## config.mk

```make
export PLATFORM = sky130hd
export DESIGN_NAME = bfsm_scan
export DESIGN_NICKNAME = d
export VERILOG_FILES = /design/src/rtl/core/bfsm_pkg.sv /design/src/rtl/core/bfsm_scan.sv
export SDC_FILE = /design/constraint.sdc
export NUM_CORES = 1
export LEC_CHECK = 0
export BUFFER_PORTS_ARGS = -buffer_cell sky130_fd_sc_hd__buf_2
export CORE_MARGIN = 3
export CORE_UTILIZATION = 41
export DETAILED_ROUTE_END_ITERATION = 16
export PLACE_DENSITY_LB_ADDON = 0.1
export SLEW_MARGIN = 5
export SYNTH_ARGS = -nofsm -noshare
export SYNTH_HDL_FRONTEND = slang
export SYNTH_SLANG_ARGS = --single-unit
```

## constraint.sdc

```tcl
create_clock -name clk -period 3.7 [get_ports clk]
set_input_delay 0.74 -clock clk [delete_from_list [all_inputs] [get_ports clk]]
set_output_delay 0.74 -clock clk [all_outputs]
set_load 0.005 [all_outputs]
```

## src/rtl/core/bfsm_pkg.sv

```systemverilog
package bfsm_pkg;

  // program symbols
  localparam logic [7:0] SYM_OPEN  = 8'h5B;
  localparam logic [7:0] SYM_CLOSE = 8'h5D;
  localparam logic [7:0] SYM_RIGHT = 8'h3E;
  localparam logic [7:0] SYM_LEFT  = 8'h3C;
  localparam logic [7:0] SYM_INC   = 8'h2B;
  localparam logic [7:0] SYM_DEC   = 8'h2D;
  localparam logic [7:0] SYM_OUT   = 8'h2E;
  localparam logic [7:0] SYM_IN    = 8'h2C;

  // item opcodes
  localparam logic OP_LOAD = 1'b0;
  localparam logic OP_EXEC = 1'b1;

  // result status codes
  localparam logic [2:0] ST_LOADING  = 3'd0;
  localparam logic [2:0] ST_OK       = 3'd1;
  localparam logic [2:0] ST_CLOSE    = 3'd2;
  localparam logic [2:0] ST_OPEN     = 3'd3;
  localparam logic [2:0] ST_STEPPED  = 3'd4;
  localparam logic [2:0] ST_OUTPUT   = 3'd5;
  localparam logic [2:0] ST_INPUT    = 3'd6;
  localparam logic [2:0] ST_FINISHED = 3'd7;

  // sequencer states
  typedef enum logic [8:0] {
    S_CLEAR   = 9'b000000001,
    S_IDLE    = 9'b000000010,
    S_DECODE  = 9'b000000100,
    S_SF_STEP = 9'b000001000,
    S_SF_CMP  = 9'b000010000,
    S_SB_STEP = 9'b000100000,
    S_SB_CMP  = 9'b001000000,
    S_SETTLE  = 9'b010000000,
    S_CAPTURE = 9'b100000000
  } state_t;

  // control from the sequencer to the bracket scan unit
  typedef struct packed {
    logic clear;
    logic check;
    logic forward;
  } scan_ctl_t;

endpackage

```

## src/rtl/core/bfsm_scan.sv

```systemverilog
module bfsm_scan #(
  parameter int NEST_W = 13
) (
  input  logic                clk,
  input  logic                rst,
  input  bfsm_pkg::scan_ctl_t ctl,
  input  logic [7:0]          sym,
  output logic                hit
);

  import bfsm_pkg::*;

  logic [NEST_W-1:0] nest;
  logic [7:0]        target;
  logic [7:0]        opener;
  logic              is_target;
  logic              is_opener;

  // bracket roles depend on scan direction
  assign target    = ctl.forward ? SYM_CLOSE : SYM_OPEN;
  assign opener    = ctl.forward ? SYM_OPEN : SYM_CLOSE;
  assign is_target = (sym == target);
  assign is_opener = (sym == opener);
  assign hit       = ctl.check && is_target && (nest == '0);

  // nesting depth of the brackets passed so far
  always_ff @(posedge clk) begin
    if (rst || ctl.clear) begin
      nest <= '0;
    end else if (ctl.check) begin
      if (is_target && (nest != '0)) begin
        nest <= nest - NEST_W'(1);
      end else if (is_opener) begin
        nest <= nest + NEST_W'(1);
      end
    end
  end

endmodule

```

### Word level (Yosys, flattened, before mapping)

Cells that the tools add are included.

| word-level totals | value |
|---|---|
| bits in registers | 13 |
| input bits | 13 |
| output and inout bits | 1 |
| logic and storage cells | 17 |

| cells by class | value |
|---|---|
| add/subtract/negate cells | 2 |
| equal/unequal tests | 2 |
| muxes and demuxes | 4 |
| reduce and logical (&&, ||, !) cells | 8 |

Operator list:

| cell | number |
|---|---|
| $mux 13 | 2 |
| $eq 8x7->1 | 2 |
| $add 13x1->13 const B | 1 |
| $logic_not 13->1 | 1 |
| $reduce_bool 13->1 | 1 |
| $sub 13x1->13 const B | 1 |
| $mux 3 | 2 |
| $logic_and 1x1->1 | 3 |
| $reduce_and 2->1 | 1 |
| $reduce_bool 2->1 | 1 |
| $logic_or 1x1->1 | 1 |

### Longest topological paths before layout

Gate-level depths: netlist of the first run.

| logic depth | value |
|---|---|
| depth after elaboration | 5 |
| depth in mapped cells | 11 |
| mapped depth without buffers | 10 |

### Worst setup path after synthesis of the first run

Ideal clock, no wire load.

| path | value |
|---|---|
| path type | input-to-reg |
| start point | input port sym[5] |
| end point | register nest[6] |
| library setup time | 131 ps |
| arrival time | 2567 ps |
| data required time | 3569 ps |
| setup slack | 1002 ps |
| cell stages on the path | 10 |
| buffers on the path | 0 |
| cells stage by stage | and4b_1 > o2111a_1 > and2_1 > xor2_1 > ha_1 > and3_1 > o2111ai_1 > a211oi_2 > o21a_1 > nor3_2 |

| between the ends | value |
|---|---|
| word-level cells in the longest chain between the ends | 4 |
| elaborated cells between the ends (all ways) | 6 |
| classes of those cells | eq/ne: 2; mux: 1; reduce/logical: 3 |

RTL lines:

| what | line | source |
|---|---|---|
| from (decl) | bfsm_scan.sv:7 | `input logic [7:0] sym,` |
| $eq 8x7->1 | bfsm_scan.sv:22 | `assign is_target = (sym == target);` |
| $logic_and 1x1->1 | bfsm_scan.sv:31 | `if (is_target && (nest != '0)) begin` |
| $reduce_bool 2->1 (no line) | n/a |  |
| $reduce_and 2->1 (no line) | n/a |  |
| to (signal assigned) | bfsm_scan.sv:32 | `nest <= nest - NEST_W'(1);` |
| to (signal assigned) | bfsm_scan.sv:34 | `nest <= nest + NEST_W'(1);` |
| to (decl) | bfsm_scan.sv:13 | `logic [NEST_W-1:0] nest;` |

Several ways; a longest one is shown, not always the timed one.
A chain may end at the register's enable or synchronous reset.

### Final worst setup path of the first run

| path | value |
|---|---|
| start point | register nest[9] |
| end point | register nest[6] |

| between the ends | value |
|---|---|
| word-level cells in the longest chain between the ends | 4 |
| elaborated cells between the ends (all ways) | 5 |
| classes of those cells | mux: 1; reduce/logical: 4 |

RTL lines:

| what | line |
|---|---|
| $reduce_bool 13->1 (*) | bfsm_scan.sv:31 |
| $logic_and 1x1->1 (*) | bfsm_scan.sv:31 |
| $reduce_bool 2->1 (no line) | n/a |
| $reduce_and 2->1 (no line) | n/a |

Every way passes the cells marked *; elsewhere a longest branch is shown, timed or not.

==> impl_metrics.toml, run 1 <==
[run_status]
outcome = "complete, no violations"

[sta]
final.setup.tns_ps = 0
layout_worst_path_cycle_share_pct = 76.1
worst_pin_slew_ps = 402
timing_max_transition_violations_final = 0
clock_skew_ps = 6.29
timing.final.setup_violations = 0
max_freq_mhz = 355
rsz0062_at_grt = "no"
period_needed_ps = 2810
max_slew_margin_pct = 73.1
hold_violations = 0
postLayoutSetupSlackWorst_ps = 886

[drt]
detail_route.wirelength_um = 2480
wl_per_cell_um = 14.3
route.vias.total = 1076
route.antenna.remaining_nets = 0
drt_pass1_iterations = 4
drc = 0
vias_per_cell = 6.22
drt_iter0_markers = 22

[global_routing]
grt_max_degree = 16
track_usage_pct = 17.0
global_route.overflow_total = 0
grt_pass1_wl_um = 4380
grt_pass1_vias = 1015
antenna_found_initial = 0

[floorplan]
die_width_um = 56.7
initial_utilization_pct = 45.4
chipHeight_um = 56.7
design.portCount = 14
total_die_area_um2 = 3210
fp-row-count = 17
core_area_um2 = 2320

[clock_tree]
worst_setup_hold_path_clk_slew_ps = 90
cts_made_buffers = 3
clock_latency_ps = 280
clock_sink_total = 13
max-clock-path-buffers = 2
htree_num_levels = 1
clockRootBuffer = "clkbuf_4"
post-cts-setup-buffer-count = 0
ctsResizeCount = 0
postCtsHoldBufs = 0
cts_tree = "yes"

[critical_path]
criticalPathCategory = "reg -> reg"
critical_path.max_fanout = 15
cp_data_arrival_time_ps = 2980
critPathRequiredTime_ps = 3870
setup.worst_path.end_class = "flop"
setup.worst_path.start_class = "flop"

[final_layout]
largest_register_ffs = 13
nNetsFinal = 160
insertedDiodeCount = 0
fillCellCount = 233
synthToLayoutAreaGrowth_pct = 9.03
sequential_cell_area_in_the_final_layout_um2 = 260
share_of_cells_above_drive_strength_1_pct = 18.6
max_flop_register = "nest"
largest_registers = "nest: 13 flops"
multiInputGateArea_um2 = 723
finish.utilization_pct = 49.5

[synthesis]
synth_top_family_by_area = "simple AND/OR/NAND/NOR gates"
yosys_warnings = 0
synth_flop_cell = "dfxtp_1"
sequential_to_total_area_share_from_yosys_stat_pct = 24.7
postSynthNetCount = 147
netlist_area_um2 = 1050
synth-edff-count = 0
post_synth_xor_area_fraction_pct = 0.831
synth_compound_area_share_pct = 15.9
ys_async_sr_fraction_pct = 0
synthCells = 133
synth_adder_area_share_pct = 1.19
count_of_distinct_cell_types_in_the_synthesized_netlist = 39
syn_area_per_cell_um2 = 7.92
ys_ff_latch = 13
synth_simple_gate_area_share_pct = 49.8
yosys-mux-area-fraction_pct = 0.950

[pwr]
irDropWorstVdd_mv = 0.241
power_leakage_uw = 0.000432
power_per_cell_area_nw_per_um2 = 218

[place]
portBuffers = 13
dp_worst_slack_ps = 813
dp_hpwl_um = 1910
gpl.final_weighted_congestion = 0.843

[run]
max_cap_viol_count = 0

[min_path]
hold_class = "reg -> reg"
-- final timing paths --
| check | from | to | slack, ps | depth (start not counted) |
|---|---|---|---|---|
| max reg2reg | nest[9] | nest[6] | 890 | 10 |
| max | nest[9] | nest[6] | 890 | 10 |
| min reg2reg | nest[11] | nest[11] | 540 | 2 |
| min | nest[11] | nest[11] | 540 | 2 |
-- layout make-up --
cell class / count / share of cell area [%]
multi-input cells: 106 / 63.0
flip-flops and latches: 13 / 22.7
repair buffers: 14 / 6.32
well taps: 28 / 3.05
inverters: 8 / 2.61
clock buffers: 3 / 1.96
clock inverters: 1 / 0.436
-- logic make-up (layout without fill, tap and decap cells) --
kind of cell    count (synthesis)  count (layout)
fa+ha+maj                       1               1
flops                          13              13
buf+inv                        14              26
simple gates                   78              78
compound gates                 25              25
xor+xnor                        1               1
mux                             1               1
-- report_power, final --
part           total (uW)  internal (uW)  switching (uW)
Clock                90.7           40.1            50.5
Combinational        20.0           8.41            11.6
Sequential            140            140          0.0155
Total                 250            188            62.2
-- cells in the final DEF, fill, tap and decap left out, drive strengths merged, types with 4 or more instances in the layout --
cell type / synthesis / final
nand4: 15 / 15
buf: 4 / 14
dfxtp: 13 / 13
a21oi: 11 / 11
nand3: 10 / 10
nor3b: 9 / 9
inv: 8 / 8
nor3: 8 / 8
nor2: 6 / 6
and4: 5 / 5
nor4: 5 / 5
nand2: 4 / 4
o21ai: 4 / 4
-- per-stage QoR --
stage / hold WS (ps) / area [um2] / total power, uW / std cells
floorplan: 491 / 1050 / 153 / 133
global placement: 532 / 1120 / 163 / 169
detailed placement: 540 / 1120 / 163 / 169
CTS: 550 / 1150 / 255 / 173
global route: 590 / 1150 / 264 / 173
finish: 541 / 1150 / 250 / 173
-- critical path, cell delays in order, from the launching register on --
cell       delay (ps)
dfxtp_1           380
nor4_1            370
nand4_2           410
and2_1            340
xor2_1            150
ha_1              230
and3_1            210
o2111ai_1         180
a211oi_2          220
o21a_1            180
nor3_2             40
-- layer usage --
metal  up-vias  global-route usage (%)  wire, um
li1        555                       -         -
met1       499                    22.2      1150
met2        18                    28.1      1190
met3         4                    4.14       104
met4         0                    3.39        37
met5         -                       0         0
-- cells in the mapped netlist, types with 3 or more instances --
cell type  number  area, um2
nand2_1         4       15.0
nand3_1        10       50.1
and3b_1         3       26.3
o21ai_0         3       15.0
o2111a_1        3       33.8
nor2_1          6       22.5
or3_1           3       18.8
and2_1          3       18.8
inv_1           8       30.0
nor3_1          7       35.0
and4_1          5       43.8
nor3b_1         7       52.6
a21oi_1        11       55.1
nor4_1          3       18.8
and3_1          3       18.8
dfxtp_1        13        260
nand4_1        14       87.6
(Power assumes the default switching activity.)
==> run 2, diff against run 1 <==
clock period = 2.75 ns   (was 3.7 ns; I/O delays follow)
==> impl_metrics.toml, run 2 (same netlist as run 1, synthesis figures left out) <==
[run_status]
outcome = "complete, no violations"

[sta]
worst_pin_slew_ps = 358
layout_worst_path_cycle_share_pct = 89.6
clock_skew_ps = 1.45
period_needed_ps = 2460
rsz0062_at_grt = "no"
max_freq_mhz = 406
hold_violations = 0
timing.final.setup_violations = 0
postLayoutSetupSlackWorst_ps = 287
final.setup.tns_ps = 0
max_slew_margin_pct = 75.9
timing_max_transition_violations_final = 0

[drt]
detail_route.wirelength_um = 2630
vias_per_cell = 6.28
drt_pass1_iterations = 4
drt_iter0_markers = 33
route.vias.total = 1105
route.antenna.remaining_nets = 0
wl_per_cell_um = 14.9
drc = 0

[floorplan]
total_die_area_um2 = 3210
chipHeight_um = 56.7
initial_utilization_pct = 45.4
core_area_um2 = 2320
die_width_um = 56.7
fp-row-count = 17
design.portCount = 14

[critical_path]
stages_on_the_worst_setup_path = 10
critical_path.cell_chain = "nor4_1 > nand4_2 > and2_1 > xor2_1 > ha_1 > and3_1 > o2111ai_1 > a211oi_2 > o21a_1 > nor3_2"
cp_slowest_cell = "dfxtp_1"
r2r_end = "nest[6]"
critPathMaxStageDelay_ps = 380
setup.worst_path.start_class = "flop"
r2r-start = "nest[9]"
critPathTopFamily = "simple AND/OR/NAND/NOR gates"
r2r_cells = 10
critical_path.max_fanout = 6
ff2ff_setup_slack_ps = 290
critPathRequiredTime_ps = 2910
criticalPathCategory = "reg -> reg"
setup.worst_path.end_class = "flop"
cp_data_arrival_time_ps = 2630
timing.critical_path.buf_inv = 0

[global_routing]
grt_pass1_vias = 996
grt_max_degree = 16
global_route.overflow_total = 0
antenna_found_initial = 0
grt_pass1_wl_um = 4530
track_usage_pct = 17.7

[final_layout]
largest_registers = "nest: 13 flops"
fillCellCount = 241
layout.cell_area.non_filler_um2 = 1170
layout_commonest_cell = "nand4_1"
mostFrequentLayoutCells = "nand4_1 (14), buf_2 (13), dfxtp_1 (13), a21oi_1 (11), nand3_1 (10)"
insertedDiodeCount = 0
share_of_cells_above_drive_strength_1_pct = 19.6
nNetsFinal = 163
largest_register_ffs = 13
synthToLayoutAreaGrowth_pct = 11.0
max_flop_register = "nest"

[clock_tree]
worst_setup_hold_path_clk_slew_ps = 80
postCtsHoldBufs = 0
post-cts-setup-buffer-count = 0
htree_num_levels = 1
cts_made_buffers = 3
clock_sink_total = 13
clock_latency_ps = 270
clockRootBuffer = "clkbuf_4"
ctsResizeCount = 0
max-clock-path-buffers = 2
cts_tree = "yes"

[place]
placed_cell_area_um2 = 1140
gpl.final_weighted_congestion = 0.856
dp_hpwl_um = 2010
dp_worst_slack_ps = 130
portBuffers = 13

[min_path]
hold_class = "in -> reg"
hold_path_depth = 4
hold_start = "rst"
min_delay_worst_endpoint = "nest[5]"

[pwr]
power_per_cell_area_nw_per_um2 = 286
power_leakage_uw = 0.000445
irDropWorstVdd_mv = 0.199

[run]
max_cap_viol_count = 0
==> run 2: cell count changes in the layout (fill, tap and decap cells not counted), sizes merged <==
cell | previous run | this run
clkinv | 1 | 0
buf | 14 | 17
clkbuf | 3 | 4
==> run 2: through the flow <==
stage	hold WS, ps	total power, uW	instances	utilization [%]
2_1_floorplan	491	206	133	-
3_3_place_gp	530	220	172	49.3
3_5_place_dp	542	221	172	49.3
4_1_cts	535	341	176	50.5
5_1_grt	539	354	176	50.5
6_report	546	335	176	50.5
==> run 2: layout make-up <==
class | instances | area, um2 | share of cell area, %
multi-input combinational | 106 | 723 | 61.8
sequential | 13 | 260 | 22.2
timing repair buffer | 17 | 95.1 | 8.13
tap | 28 | 35.0 | 2.99
inverter | 8 | 30.0 | 2.57
clock buffer | 4 | 26.3 | 2.25
==> run 2: power by group <==
group	internal [uW]	switching [uW]	leakage [uW]
sequential	188	0.0213	0.000105
clock	56.3	61.8	0.0000150
combinational	11.8	16.7	0.000326
total	256	78.5	0.000445
==> run 2: per-layer routing <==
| metal | global-route usage (%) | routed length [um] |
|---|---|---|
| met1 | 21.5 | 1120 |
| met4 | 4.07 | 26 |
| met5 | 0 | 0 |
| met3 | 4.83 | 99 |
| met2 | 30.5 | 1380 |
==> run 2: worst max path at each step <==
stage	from	end	slack, ps
after detailed placement	sym[5]	nest[6]	130
after global placement	ctl[0]	nest[12]	220
after floorplan	sym[5]	nest[6]	240
final	nest[9]	nest[6]	290
after global routing	nest[9]	nest[6]	110
after CTS	nest[4]	hit	310
==> run 2: worst register-to-register path: stages (launching register included) <==
cell	delay (ps)
dfxtp_1	380
nor4_1	360
nand4_2	160
and2_1	210
xor2_1	140
ha_1	240
and3_1	220
o2111ai_1	200
a211oi_2	220
o21a_1	170
nor3_2	40
